### src/hw/rtl/tsq_pkg.sv
// Shared types and constants of the touch sample qualifier.
package tsq_pkg;

  // ADC sample width, fixed by the sample field
  localparam int SAMPLE_BITS = 12;
  localparam logic [SAMPLE_BITS-1:0] SAMPLE_MAX = '1;

  // Configuration port widths
  localparam int CFG_INDEX_W = 3;
  localparam int CFG_DATA_W  = 16;

  // Coordinate and calibration widths
  localparam int COORD_W = 16;
  localparam int GAIN_W  = 16;
  localparam int FRAC_W  = 14;
  localparam int PROD_W  = GAIN_W + SAMPLE_BITS + 1;
  localparam logic [COORD_W-1:0] COORD_IDLE = '1;

  // Reset values of the configuration registers
  localparam logic signed [GAIN_W-1:0]   GAIN_RESET  = 16'sd16384;
  localparam logic [SAMPLE_BITS-1:0]     AGREE_RESET = 12'd50;

  // Input operation codes
  typedef enum logic [1:0] {
    OP_SAMPLE,
    OP_PENUP,
    OP_ACK
  } tsq_op_t;

  // Configuration register indexes
  typedef enum logic [CFG_INDEX_W-1:0] {
    REG_RAW_MODE,
    REG_X_GAIN,
    REG_X_OFFSET,
    REG_Y_GAIN,
    REG_Y_OFFSET,
    REG_AGREE_RANGE
  } tsq_reg_t;

  // Command kinds passed from front to back
  typedef enum logic [1:0] {
    CMD_MEAN,
    CMD_PENUP,
    CMD_ACK
  } tsq_kind_t;

  typedef struct packed {
    logic [1:0]             operation;
    logic [SAMPLE_BITS-1:0] sample;
  } tsq_in_t;

  typedef struct packed {
    logic [COORD_W-1:0] x_position;
    logic [COORD_W-1:0] y_position;
    logic [COORD_W-1:0] first_x;
    logic [COORD_W-1:0] first_y;
    logic               pressed;
    logic               caught;
    logic               agreed;
  } tsq_result_t;

  typedef struct packed {
    tsq_kind_t              kind;
    logic [1:0]             grp;
    logic [SAMPLE_BITS-1:0] mean;
  } tsq_cmd_t;

endpackage

### src/hw/rtl/tsq_fifo.sv
// Small register queue with occupancy count.
module tsq_fifo #(
  parameter int WIDTH = 8,
  parameter int DEPTH = 4
) (
  input  logic                       clk,
  input  logic                       rst,
  input  logic                       push,
  input  logic [WIDTH-1:0]           push_data,
  input  logic                       pop,
  output logic [WIDTH-1:0]           pop_data,
  output logic                       empty,
  output logic                       full,
  output logic [$clog2(DEPTH+1)-1:0] count
);
  localparam int PTR_W = (DEPTH > 1) ? $clog2(DEPTH) : 1;
  localparam int CNT_W = $clog2(DEPTH+1);

  logic [WIDTH-1:0] mem [DEPTH];
  logic [PTR_W-1:0] wr_ptr;
  logic [PTR_W-1:0] rd_ptr;
  logic             do_push;
  logic             do_pop;

  assign do_push  = push && !full;
  assign do_pop   = pop && !empty;
  assign empty    = (count == '0);
  assign full     = (count == CNT_W'(DEPTH));
  assign pop_data = mem[rd_ptr];

  // Store the pushed word
  always_ff @(posedge clk) begin
    if (do_push) begin
      mem[wr_ptr] <= push_data;
    end
  end

  // Advance pointers and count
  always_ff @(posedge clk) begin
    if (rst) begin
      wr_ptr <= '0;
      rd_ptr <= '0;
      count  <= '0;
    end else begin
      if (do_push) begin
        wr_ptr <= (wr_ptr == PTR_W'(DEPTH-1)) ? '0 : wr_ptr + 1'b1;
      end
      if (do_pop) begin
        rd_ptr <= (rd_ptr == PTR_W'(DEPTH-1)) ? '0 : rd_ptr + 1'b1;
      end
      case ({do_push, do_pop})
        2'b10:   count <= count + 1'b1;
        2'b01:   count <= count - 1'b1;
        default: count <= count;
      endcase
    end
  end
endmodule

### src/hw/rtl/tsq_front.sv
// Front end: sample grouping, trimmed sum and constant division.
module tsq_front #(
  parameter int SAMPLES_PER_READ = 5
) (
  input  logic              clk,
  input  logic              rst,
  input  logic              accept,
  input  tsq_pkg::tsq_in_t  item,
  output logic              cmd_valid,
  output tsq_pkg::tsq_cmd_t cmd,
  output logic [1:0]        inflight
);
  import tsq_pkg::*;

  localparam int DIV    = SAMPLES_PER_READ - 2;
  localparam int SUM_W  = $clog2(SAMPLES_PER_READ * (2**SAMPLE_BITS - 1) + 1);
  localparam int TRIM_W = $clog2(DIV * (2**SAMPLE_BITS - 1) + 1);
  localparam int SHIFT  = TRIM_W + $clog2(DIV);
  localparam int RW     = SHIFT + 1;
  localparam int PW     = TRIM_W + RW;
  localparam int CNT_W  = $clog2(SAMPLES_PER_READ);
  localparam logic [63:0] ONE_SHIFTED = 64'd1 << SHIFT;
  localparam logic [RW-1:0] RECIP = RW'((ONE_SHIFTED + 64'(DIV) - 64'd1) / 64'(DIV));

  logic [CNT_W-1:0]       cnt, cnt_next;
  logic [1:0]             grp, grp_next;
  logic [SUM_W-1:0]       group_sum, group_sum_next;
  logic [SAMPLE_BITS-1:0] group_min, group_min_next;
  logic [SAMPLE_BITS-1:0] group_max, group_max_next;

  logic                   s1_valid, s1_valid_next;
  tsq_kind_t              s1_kind, s1_kind_next;
  logic [1:0]             s1_grp, s1_grp_next;
  logic [TRIM_W-1:0]      s1_trim, s1_trim_next;

  logic [SAMPLE_BITS-1:0] s;
  logic [SUM_W-1:0]       sum_add, trim_full;
  logic [SAMPLE_BITS-1:0] min_upd, max_upd;
  logic [PW-1:0]          product;

  // Group arithmetic on the incoming sample
  always_comb begin
    s         = item.sample[SAMPLE_BITS-1:0];
    sum_add   = group_sum + SUM_W'(s);
    min_upd   = (s < group_min) ? s : group_min;
    max_upd   = (s > group_max) ? s : group_max;
    trim_full = sum_add - SUM_W'(min_upd) - SUM_W'(max_upd);
  end

  // Classify the accepted word
  always_comb begin
    cnt_next       = cnt;
    grp_next       = grp;
    group_sum_next = group_sum;
    group_min_next = group_min;
    group_max_next = group_max;
    s1_valid_next  = 1'b0;
    s1_kind_next   = CMD_ACK;
    s1_grp_next    = grp;
    s1_trim_next   = trim_full[TRIM_W-1:0];
    if (accept) begin
      case (item.operation)
        OP_SAMPLE: begin
          if (cnt == CNT_W'(SAMPLES_PER_READ - 1)) begin
            // group done: emit trimmed sum, clear group
            s1_valid_next  = 1'b1;
            s1_kind_next   = CMD_MEAN;
            cnt_next       = '0;
            grp_next       = grp + 1'b1;
            group_sum_next = '0;
            group_min_next = SAMPLE_MAX;
            group_max_next = '0;
          end else begin
            cnt_next       = cnt + 1'b1;
            group_sum_next = sum_add;
            group_min_next = min_upd;
            group_max_next = max_upd;
          end
        end
        OP_PENUP: begin
          // drop any partial scan
          s1_valid_next  = 1'b1;
          s1_kind_next   = CMD_PENUP;
          cnt_next       = '0;
          grp_next       = '0;
          group_sum_next = '0;
          group_min_next = SAMPLE_MAX;
          group_max_next = '0;
        end
        OP_ACK: begin
          s1_valid_next = 1'b1;
          s1_kind_next  = CMD_ACK;
        end
        default: begin
          s1_valid_next = 1'b0;
        end
      endcase
    end
  end

  // Group state and valid flags
  always_ff @(posedge clk) begin
    if (rst) begin
      cnt       <= '0;
      grp       <= '0;
      group_sum <= '0;
      group_min <= SAMPLE_MAX;
      group_max <= '0;
      s1_valid  <= 1'b0;
      cmd_valid <= 1'b0;
    end else begin
      cnt       <= cnt_next;
      grp       <= grp_next;
      group_sum <= group_sum_next;
      group_min <= group_min_next;
      group_max <= group_max_next;
      s1_valid  <= s1_valid_next;
      cmd_valid <= s1_valid;
    end
  end

  // Divide the trimmed sum by reciprocal multiplication
  assign product = PW'(s1_trim) * PW'(RECIP);

  // Stage payloads
  always_ff @(posedge clk) begin
    s1_kind  <= s1_kind_next;
    s1_grp   <= s1_grp_next;
    s1_trim  <= s1_trim_next;
    cmd.kind <= s1_kind;
    cmd.grp  <= s1_grp;
    cmd.mean <= product[SHIFT +: SAMPLE_BITS];
  end

  assign inflight = {1'b0, s1_valid} + {1'b0, cmd_valid};
endmodule

### src/hw/rtl/tsq_back.sv
// Back end: scan qualification, calibration and pen state.
module tsq_back (
  input  logic                            clk,
  input  logic                            rst,
  input  logic                            cfg_valid,
  input  logic [tsq_pkg::CFG_INDEX_W-1:0] cfg_index,
  input  logic [tsq_pkg::CFG_DATA_W-1:0]  cfg_data,
  input  logic                            cmd_empty,
  input  tsq_pkg::tsq_cmd_t               cmd,
  output logic                            cmd_pop,
  input  logic                            out_full,
  output logic                            res_push,
  output tsq_pkg::tsq_result_t            res
);
  import tsq_pkg::*;

  // Configuration registers
  logic                          raw_mode;
  logic signed [GAIN_W-1:0]      x_gain, x_offset, y_gain, y_offset;
  logic [SAMPLE_BITS-1:0]        agree_range;

  // Readings of the current scan
  logic [SAMPLE_BITS-1:0]        first_read_x, first_read_y, second_read_x;

  // Stage A
  logic                          a_valid;
  tsq_kind_t                     a_kind;
  logic                          a_ok;
  logic [SAMPLE_BITS-1:0]        a_ax, a_ay;
  logic signed [PROD_W-1:0]      a_px, a_py;

  // Pen state
  logic [COORD_W-1:0]            current_x, current_x_next;
  logic [COORD_W-1:0]            current_y, current_y_next;
  logic [COORD_W-1:0]            press_x, press_x_next;
  logic [COORD_W-1:0]            press_y, press_y_next;
  logic                          pen_held, pen_held_next;
  logic                          press_caught, press_caught_next;

  logic                          en;
  logic                          scan_end;
  logic [SAMPLE_BITS-1:0]        diff_x, diff_y;
  logic                          ok;
  logic [SAMPLE_BITS:0]          sum_x, sum_y;
  logic [SAMPLE_BITS-1:0]        ax, ay;
  logic signed [PROD_W-1:0]      px, py;
  logic [COORD_W-1:0]            cal_x, cal_y;

  // Offset add, truncate toward zero, clamp to the screen range
  function automatic logic [COORD_W-1:0] calibrate(
    input logic signed [PROD_W-1:0] prod,
    input logic signed [GAIN_W-1:0] off
  );
    logic signed [PROD_W+1:0] p;
    p = (PROD_W+2)'(prod) + ((PROD_W+2)'(off) <<< FRAC_W);
    // nonnegative sums stay below 2^30, so the quotient fits 16 bits
    if (p[PROD_W+1]) begin
      return '0;
    end
    return p[FRAC_W +: COORD_W];
  endfunction

  assign en      = !out_full;
  assign cmd_pop = en && !cmd_empty;
  assign scan_end = (cmd.kind == CMD_MEAN) && (cmd.grp == 2'd3);

  // Compare and average the two readings of each axis
  always_comb begin
    diff_x = (first_read_x > second_read_x) ? first_read_x - second_read_x
                                            : second_read_x - first_read_x;
    diff_y = (first_read_y > cmd.mean) ? first_read_y - cmd.mean
                                       : cmd.mean - first_read_y;
    ok     = (diff_x < agree_range) && (diff_y < agree_range);
    sum_x  = {1'b0, first_read_x} + {1'b0, second_read_x};
    sum_y  = {1'b0, first_read_y} + {1'b0, cmd.mean};
    ax     = sum_x[SAMPLE_BITS:1];
    ay     = sum_y[SAMPLE_BITS:1];
    px     = x_gain * $signed({1'b0, ax});
    py     = y_gain * $signed({1'b0, ay});
  end

  // Write configuration registers
  always_ff @(posedge clk) begin
    if (rst) begin
      raw_mode    <= 1'b0;
      x_gain      <= GAIN_RESET;
      x_offset    <= '0;
      y_gain      <= GAIN_RESET;
      y_offset    <= '0;
      agree_range <= AGREE_RESET;
    end else if (cfg_valid) begin
      case (cfg_index)
        REG_RAW_MODE:    raw_mode    <= cfg_data[0];
        REG_X_GAIN:      x_gain      <= cfg_data;
        REG_X_OFFSET:    x_offset    <= cfg_data;
        REG_Y_GAIN:      y_gain      <= cfg_data;
        REG_Y_OFFSET:    y_offset    <= cfg_data;
        REG_AGREE_RANGE: agree_range <= cfg_data[SAMPLE_BITS-1:0];
        default: begin
        end
      endcase
    end
  end

  // Stage A: latch group means, launch scan ends and pen commands
  always_ff @(posedge clk) begin
    if (rst) begin
      first_read_x  <= '0;
      first_read_y  <= '0;
      second_read_x <= '0;
      a_valid       <= 1'b0;
    end else if (en) begin
      a_valid <= cmd_pop && ((cmd.kind != CMD_MEAN) || scan_end);
      if (cmd_pop && (cmd.kind == CMD_MEAN)) begin
        case (cmd.grp)
          2'd0:    first_read_x  <= cmd.mean;
          2'd1:    first_read_y  <= cmd.mean;
          2'd2:    second_read_x <= cmd.mean;
          default: begin
          end
        endcase
      end
    end
  end

  always_ff @(posedge clk) begin
    if (en) begin
      a_kind <= cmd.kind;
      a_ok   <= ok;
      a_ax   <= ax;
      a_ay   <= ay;
      a_px   <= px;
      a_py   <= py;
    end
  end

  assign cal_x = calibrate(a_px, x_offset);
  assign cal_y = calibrate(a_py, y_offset);

  // Stage B: update coordinates and pen state, build the result word
  always_comb begin
    current_x_next    = current_x;
    current_y_next    = current_y;
    press_x_next      = press_x;
    press_y_next      = press_y;
    pen_held_next     = pen_held;
    press_caught_next = press_caught;
    res_push          = 1'b0;
    res.agreed        = 1'b0;
    if (en && a_valid) begin
      case (a_kind)
        CMD_MEAN: begin
          if (a_ok) begin
            current_x_next = raw_mode ? COORD_W'(a_ax) : cal_x;
            current_y_next = raw_mode ? COORD_W'(a_ay) : cal_y;
          end
          if (!pen_held) begin
            pen_held_next     = 1'b1;
            press_caught_next = 1'b1;
            press_x_next      = current_x_next;
            press_y_next      = current_y_next;
          end
          res_push   = 1'b1;
          res.agreed = a_ok;
        end
        CMD_PENUP: begin
          if (pen_held) begin
            pen_held_next = 1'b0;
          end else begin
            press_x_next   = '0;
            press_y_next   = '0;
            current_x_next = COORD_IDLE;
            current_y_next = COORD_IDLE;
          end
          res_push = 1'b1;
        end
        CMD_ACK: begin
          press_caught_next = 1'b0;
        end
        default: begin
        end
      endcase
    end
    res.x_position = current_x_next;
    res.y_position = current_y_next;
    res.first_x    = press_x_next;
    res.first_y    = press_y_next;
    res.pressed    = pen_held_next;
    res.caught     = press_caught_next;
  end

  always_ff @(posedge clk) begin
    if (rst) begin
      current_x    <= '0;
      current_y    <= '0;
      press_x      <= '0;
      press_y      <= '0;
      pen_held     <= 1'b0;
      press_caught <= 1'b0;
    end else begin
      current_x    <= current_x_next;
      current_y    <= current_y_next;
      press_x      <= press_x_next;
      press_y      <= press_y_next;
      pen_held     <= pen_held_next;
      press_caught <= press_caught_next;
    end
  end
endmodule

### src/hw/rtl/touch_sample_qualifier_unit.sv
// A scan's last sample passes the front s1 and cmd registers, the command queue and back
// stages A and B into the result queue. Throughput: one input word per cycle while queue
// credits keep full low; the front divider and the two back stages are fully pipelined.
// Reset (rst, synchronous): clears the group, the scan readings, the pen state and
// both queues, and restores the register defaults; no clearing pass follows.
module touch_sample_qualifier_unit #(
  parameter int SAMPLES_PER_READ = 5,
  parameter int MID_DEPTH        = 4,
  parameter int OUT_DEPTH        = 2
) (
  input  logic                            clk,
  input  logic                            rst,
  input  logic                            push,
  output logic                            full,
  input  tsq_pkg::tsq_in_t                item,
  output logic                            empty,
  input  logic                            pop,
  output tsq_pkg::tsq_result_t            result,
  input  logic                            cfg_valid,
  output logic                            cfg_ready,
  input  logic [tsq_pkg::CFG_INDEX_W-1:0] cfg_index,
  input  logic [tsq_pkg::CFG_DATA_W-1:0]  cfg_data
);
  import tsq_pkg::*;

  localparam int MID_CW = $clog2(MID_DEPTH+1);
  localparam int OUT_CW = $clog2(OUT_DEPTH+1);

  logic                 accept;
  logic                 cmd_valid;
  tsq_cmd_t             cmd_in, cmd_out;
  logic [1:0]           inflight;
  logic [MID_CW-1:0]    mid_count;
  logic [MID_CW:0]      credit_used;
  logic                 mid_empty, mid_full;
  logic                 cmd_pop;
  logic                 out_full;
  logic [OUT_CW-1:0]    out_count;
  logic                 res_push;
  tsq_result_t          res;

  assign cfg_ready = 1'b1;
  assign accept    = push && !full;

  // Hold input while queued plus in-flight commands could fill the queue
  assign credit_used = (MID_CW+1)'(mid_count) + (MID_CW+1)'(inflight);
  assign full        = (credit_used >= (MID_CW+1)'(MID_DEPTH));

  tsq_front #(
    .SAMPLES_PER_READ(SAMPLES_PER_READ)
  ) u_front (
    .clk      (clk),
    .rst      (rst),
    .accept   (accept),
    .item     (item),
    .cmd_valid(cmd_valid),
    .cmd      (cmd_in),
    .inflight (inflight)
  );

  tsq_fifo #(
    .WIDTH($bits(tsq_cmd_t)),
    .DEPTH(MID_DEPTH)
  ) u_cmd_queue (
    .clk      (clk),
    .rst      (rst),
    .push     (cmd_valid),
    .push_data(cmd_in),
    .pop      (cmd_pop),
    .pop_data (cmd_out),
    .empty    (mid_empty),
    .full     (mid_full),
    .count    (mid_count)
  );

  tsq_back u_back (
    .clk      (clk),
    .rst      (rst),
    .cfg_valid(cfg_valid),
    .cfg_index(cfg_index),
    .cfg_data (cfg_data),
    .cmd_empty(mid_empty),
    .cmd      (cmd_out),
    .cmd_pop  (cmd_pop),
    .out_full (out_full),
    .res_push (res_push),
    .res      (res)
  );

  tsq_fifo #(
    .WIDTH($bits(tsq_result_t)),
    .DEPTH(OUT_DEPTH)
  ) u_out_queue (
    .clk      (clk),
    .rst      (rst),
    .push     (res_push),
    .push_data(res),
    .pop      (pop),
    .pop_data (result),
    .empty    (empty),
    .full     (out_full),
    .count    (out_count)
  );

  // Command credits never exceed the queue depth
  a_credit_bound: assert property (@(posedge clk) disable iff (rst)
    credit_used <= (MID_CW+1)'(MID_DEPTH))
    else $error("command credits overrun");

  // A command leaving the divider always finds room
  a_cmd_room: assert property (@(posedge clk) disable iff (rst)
    cmd_valid |-> !mid_full)
    else $error("command pushed into full queue");

  // The back end only produces a word when the result queue has room
  a_res_room: assert property (@(posedge clk) disable iff (rst)
    res_push |-> !out_full)
    else $error("result pushed into full queue");

  // The result queue never holds more words than its depth
  a_out_bound: assert property (@(posedge clk) disable iff (rst)
    out_count <= OUT_CW'(OUT_DEPTH))
    else $error("result queue overrun");
endmodule
### config.mk
export PLATFORM = sky130hd
export DESIGN_NAME = touch_sample_qualifier_unit
export DESIGN_NICKNAME = d
export VERILOG_FILES = /design/src/hw/rtl/tsq_pkg.sv /design/src/hw/rtl/tsq_fifo.sv /design/src/hw/rtl/tsq_front.sv /design/src/hw/rtl/tsq_back.sv /design/src/hw/rtl/touch_sample_qualifier_unit.sv
export SDC_FILE = /design/constraint.sdc
export NUM_CORES = 2
export LEC_CHECK = 0
export BUFFER_PORTS_ARGS = -buffer_cell sky130_fd_sc_hd__buf_2
export CAP_MARGIN = 20
export CORE_MARGIN = 4
export CORE_UTILIZATION = 35
export DETAILED_ROUTE_END_ITERATION = 10
export SYNTH_ARGS = -nofsm -noshare
export SYNTH_HDL_FRONTEND = slang
export SYNTH_SLANG_ARGS = --single-unit
### constraint.sdc
create_clock -name clk -period 22 [get_ports clk]
set_input_delay 4.4 -clock clk [delete_from_list [all_inputs] [get_ports clk]]
set_output_delay 4.4 -clock clk [all_outputs]
set_load 0.1 [all_outputs]
# Yosys cells after proc, flatten, opt, wreduce, memory -nomap -nowiden
# Memories as Yosys holds them, arrays and structs flattened. A register that Yosys moved wholly into a read port is not among the register bits.
# Cells that the tools add are included.
word_totals:
  register_bits: 356
  latch_bits: 0
  mem_bits_rw: 198
  mem_bits_ro: 0
  in_bits: 38
  n_memories: 2
classes:
  add_sub_neg: 23
  mul: 3
  n_div: 0
  order_cmp: 7
  eq_ne: 22
  shift: 0
  n_mux: 65
  bitwise_logic: 2
  n_reduce_logical: 42
mem_list:
  columns: ["name", "depth", "width", "read_ports", "rd_clocked_by_memory_dff", "write_ports", "line", "rtl"]
  rows:
  - ["u_out_queue.mem", 2, 67, 1, 1, 1, "tsq_fifo.sv:19", "logic [WIDTH-1:0] mem [DEPTH];"]
  - ["u_cmd_queue.mem", 4, 16, 1, 1, 1, "tsq_fifo.sv:19", null]
op_table:
  columns: ["operator", "count"]
  rows:
  - ["2-to-1 mux 16 bit", 18]
  - ["case mux 16 bit (2 select lines)", 4]
  - ["2-to-1 mux 12 bit", 6]
  - ["adder 29 x 30 -> 31 bit", 2]
  - ["multiplier 16 x 13 -> 29 bit", 2]
  - ["case mux 12 bit (2 select lines)", 2]
  - ["subtractor 12 bit", 4]
  - ["> comparator 12 bit", 3]
  - ["less-than comparator 12 bit", 3]
  - ["case mux 15 bit (2 select lines)", 1]
  - ["subtractor 14 x 12 -> 14 bit", 2]
  - ["multiplier 14 x 14 -> 27 bit (second input constant)", 1]
  - ["adder 12 x 12 -> 13 bit", 2]
  - ["equality test 2 bit (second input constant)", 9]
  - ["2-to-1 mux 1 bit", 18]
  - ["adder 15 x 12 -> 15 bit", 1]
  - ["2-to-1 mux 15 bit", 1]
  - ["AND reduction 2 bit", 7]
  - ["equality test 3 bit (second input constant)", 4]
  - ["2-to-1 mux 2 bit", 6]
  - ["case mux 2 bit (2 select lines)", 3]
  - ["case mux 3 bit (2 select lines)", 2]
  - ["AND reduction 3 bit", 4]
  - ["logical AND 1 bit", 11]
  - ["21 further kinds", 48]

# Logic depth before layout (Yosys ltp)
logic_depth:
  word_depth: 8
  depth_mapped: 33
  mapped_depth_nobuf: 30

# Hierarchy
# A second synthesis with hierarchy kept.
hier_totals:
  hier_cells: 4410
  area_unflattened_um2: 43486.7
modules_own_cells:
  columns: ["mod", "n_inst", "cells_per_inst", "area_each_um2", "seq_area_each_um2"]
  rows:
  - ["tsq_back", 1, 3178, 27665.3, 5315.1]
  - ["tsq_front", 1, 853, 7928.9, 1581.5]
  - ["tsq_fifo at u_out_queue", 1, 234, 5044.8, 4124.0]
  - ["tsq_fifo at u_cmd_queue", 1, 138, 2802.7, 2102.0]
  - ["touch_sample_qualifier_unit", 1, 7, 45.0, 0.0]

# Least setup slack after synthesis
# Ideal clock, no wire load.
synth_path:
  path_kind: "in2reg"
  startpoint: "in item[1] (netlist name)"
  endpoint: "reg u_front.s1_trim[12]"
  setup_ps: 123
  arrival_time_ps: 8045
  required_ps: 21877
  setup_slack_ps: 13832
  path_stages: 19
  path_buffers: 1
  path_cell_list: "ha_1 a21o_1 a21o_1 a21oi_1 o21ai_0 a21oi_1 nor3_1 clkbuf_1 mux2_2 fa_1 inv_1 ha_1 a21oi_1 nor2b_1 o21a_1 o311a_1 nor2_1 a21oi_1 xor2_1"
synth_between:
  elab_chain_cells: 4
synth_lines:
  columns: ["element", "line", "rtl"]
  rows:
  - ["from (decl)", "touch_sample_qualifier_unit.sv:15", "input tsq_pkg::tsq_in_t item,"]
  - ["less-than comparator 12 bit", "tsq_front.sv:45", "min_upd = (s < group_min) ? s : group_min;"]
  - ["2-to-1 mux 12 bit", "tsq_front.sv:45", null]
  - ["subtractor 14 x 12 -> 14 bit", "tsq_front.sv:47", "trim_full = sum_add - SUM_W'(min_upd) - SUM_W'(max_upd);"]
  - ["subtractor 14 x 12 -> 14 bit *", "tsq_front.sv:47", null]
  - ["named net u_front.trim_full[12]", "tsq_front.sv:37", "logic [SUM_W-1:0] sum_add, trim_full;"]
  - ["to (signal assigned)", "tsq_front.sv:129", "s1_trim <= s1_trim_next;"]
  - ["to (decl)", "tsq_front.sv:34", "logic [TRIM_W-1:0] s1_trim, s1_trim_next;"]
# The timed path passes the listed nets; every way through them passes the cells marked *.
# A chain may end at the register's enable or synchronous reset.

==> impl_metrics.env <==
export IMPL_status="complete, no violations"
export IMPL_clockBufferDepth=3
export IMPL_required_ns=22.50
export IMPL_grt_overflow=0
export IMPL_cts_made_buffers=56
export IMPL_synth_top_cell_by_area="fa_1"
export IMPL_grt_first_pass_wirelength_um=166000
export IMPL_critical_path_class="register to register"
export IMPL_cts_resized=0
export IMPL_synth_cells=4433
export IMPL_yosys_most_used_dff="dfxtp_1"
export IMPL_rsz0062_at_grt="no"
export IMPL_worstPathMaxFanout=17
export IMPL_ys_async_sr_fraction=0
export IMPL_tightest_slew_ns=1.01
export IMPL_root_buffer="clkbuf_16"
export IMPL_grt_usage=0.160
export IMPL_grt_pass1_vias=30400
export IMPL_first_iter_violations=1804
export IMPL_finalCriticalPeriod_ns=8.86
export IMPL_cp_end_kind="register"
export IMPL_pin_count=108
export IMPL_cp_start_kind="register"
export IMPL_viasPerCell=4.95
export IMPL_ys_top_cells_by_area="fa_1 20%, edfxtp_1 18%, dfxtp_1 13%"
export IMPL_slowest_stage="dfxtp_1"
export IMPL_drive_above_1_share=0.0839
export IMPL_fmax_mhz=113
export IMPL_num_nets_final=5343
export IMPL_synth_edf_count=255
export IMPL_synth_nets=5303
export IMPL_critPathArrivalTime_ns=9.36
export IMPL_clk_pin_slew_ns=0.06
export IMPL_grt_antenna_before_repair=3
export IMPL_ys_warn_count=0
export IMPL_crit_family="adder cells"
export IMPL_hold_viol=0
export IMPL_drv_slew=0
export IMPL_setup_viol=0
export IMPL_cp_buffers_inverters=5
export IMPL_max_slew_margin_rel=0.323
export IMPL_synth_seq_cells=528
export IMPL_dpl_hpwl_um=78200
export IMPL_route_detailed_drc=0
export IMPL_post_cts_setup_buffer_count=0
export IMPL_die_h_um=359
export IMPL_seq_area_frac_synth=0.305
export IMPL_r2r_slack_ns=13.14
export IMPL_slowest_delay_ns=0.82
export IMPL_tns_ns=0
export IMPL_yosysUniqueCellTypes=88
export IMPL_synth_area_um2=43000
export IMPL_post_drt_wl_per_cell_um=16.7
export IMPL_clkLatencyLatePin_ns=0.64
export IMPL_cts_sinks=528
export IMPL_dpl_cell_count=6040
export IMPL_h_tree_depth=2
export IMPL_maxCapViolCount=0
export IMPL_row_count=128
export IMPL_drtAntennaViolNets=0
export IMPL_clock_skew_ns=0.0244
export IMPL_avgSynthCellArea_um2=9.71
export IMPL_coreArea_um2=122000
export IMPL_drt_pass1_iter_count=6
export IMPL_num_vias=30400
export IMPL_cts_hold_buffers=0
export IMPL_die_w_um=359
export IMPL_wl_um=103000
export IMPL_gp_congestion=0.858
export IMPL_stdcell_count=6148
export IMPL_finalCritPeriodShare=0.403
export IMPL_die_area_um2=129000
export IMPL_tritoncts="built"
export IMPL_syn2layout_area_growth_pct=9.67
export IMPL_synth_top_cell_area_share=0.201
export IMPL_hp_class="register to register"
export IMPL_grt_max_degree=87
export IMPL_port_buffers=106
export IMPL_initial_utilization=0.353
[synth_stat cells (6+ instances only)]
library cell	number
nand4_1	14
a211oi_1	26
mux2_2	81
xnor2_1	98
mux4_2	16
nor3_1	54
a22oi_1	13
o21ai_0	107
nor2_1	252
xor2_1	37
buf_2	13
a21oi_1	269
edfxtp_1	255
a221o_1	7
o21a_1	29
dfxtp_1	273
a21boi_0	25
nor2b_1	34
a31o_2	6
inv_1	719
nand2_1	537
and4_1	9
o221ai_1	9
and2_1	164
o211ai_1	12
a221oi_1	12
buf_1	6
o31a_1	7
nand2b_1	19
ha_1	400
o21bai_1	13
fa_1	432
o31ai_1	14
or3_1	20
a41oi_1	6
o22ai_1	9
and3_1	29
or2_2	11
or4_1	7
clkbuf_1	148
a31oi_1	13
a21o_1	54
nand3_1	40
mux2i_1	39
[layout make-up]
type,instances,area (um2)
Antenna cell,4,10.0
Clock buffer,65,1490
Clock inverter,39,395
Fill cell,12100,74700
Inverter,721,2710
Multi-Input combinational cell,3013,26500
Sequential cell,528,13100
Tap cell,1625,2030
Timing Repair Buffer,153,890
[placed cells by master (no fill, tap or decap), types with 14 or more instances in the layout]
cell / count
inv_1: 718
nand2_1: 537
fa_1: 432
ha_1: 400
dfxtp_1: 272
a21oi_1: 269
edfxtp_1: 255
nor2_1: 251
and2_1: 163
o21ai_0: 105
buf_2: 105
xnor2_1: 98
mux2_2: 81
clkbuf_16: 56
a21o_1: 54
nor3_1: 53
buf_4: 47
nand3_1: 40
mux2i_1: 39
xor2_1: 37
nor2b_1: 34
and3_1: 29
o21a_1: 29
a211oi_1: 26
a21boi_0: 25
or3_1: 20
nand2b_1: 18
mux4_2: 16
nand4_1: 14
[final timing paths]
check | startpoint | endpoint | cells past startpoint
min | u_front.s1_kind[1] | u_front.cmd[15] | 0
min reg2reg | u_front.s1_kind[1] | u_front.cmd[15] | 0
max reg2reg | register | u_back.a_py[25] | 29
max | register | u_back.a_py[25] | 29
[stage by stage]
stage | setup WS, ns | hold slack, ns | util | instance area (um2)
2_1_floorplan | 13.83 | 0.310 | - | 43000
5_1_grt | 12.54 | 0.344 | 0.387 | 47200
4_1_cts | 13.12 | 0.329 | 0.387 | 47200
3_3_place_gp | 13.23 | 0.311 | 0.372 | 45300
6_report | 13.14 | 0.328 | 0.387 | 47200
3_5_place_dp | 13.13 | 0.314 | 0.372 | 45300
[sequential cells by signal (all words and copies together) (netlist names), 14 cells and up, named ones only]
register,cells
u_out_queue.mem,134
u_back.press_y,16
u_cmd_queue.mem,64
u_front.group_sum,14
u_back.current_y,16
u_back.current_x,16
u_back.x_gain,16
u_back.a_py,15
u_back.y_gain,16
u_back.press_x,16
u_back.a_px,15
u_front.cmd,16
u_front.s1_trim,14
u_back.x_offset,16
u_back.y_offset,16
[cell families (layout without fill, tap and decap cells)]
family / count (synthesis) / in the layout / synth area share
AND/OR/NAND/NOR: 1213 / 1213 / 0.129
buffers and inverters: 892 / 978 / 0.0787
adder cells (fa/ha/maj): 832 / 832 / 0.317
AO/OA/AOI/OAI: 696 / 696 / 0.104
flip-flops: 528 / 528 / 0.305
multiplexers: 136 / 136 / 0.0386
XOR/XNOR: 135 / 135 / 0.0275
other: 1 / 5 / 0.0000871
[worst reg2reg max path, delay by kind of cell, from the launching register on]
family	cells	cell delay, ns
DFF	1	0.82
adders and majority gates	7	3.14
buffers and inverters	5	0.57
and+or+nand+nor	5	0.96
AOI/OAI and AO/OA	11	2.77
muxes	1	0.48
[layer usage]
metal  part of all wire  global-route usage  vias to the layer above  wire, um
li1                   -                   -                    14600         -
met1               0.48               0.230                    15000     49600
met2               0.46               0.263                      633     47000
met3              0.044              0.0191                      128      4500
met4              0.018              0.0309                        2      1890
met5            0.00013                   0                        -        13
Power is not shown: default switching activity piles up to over one toggle a cycle in this logic, so the estimate is an artifact.
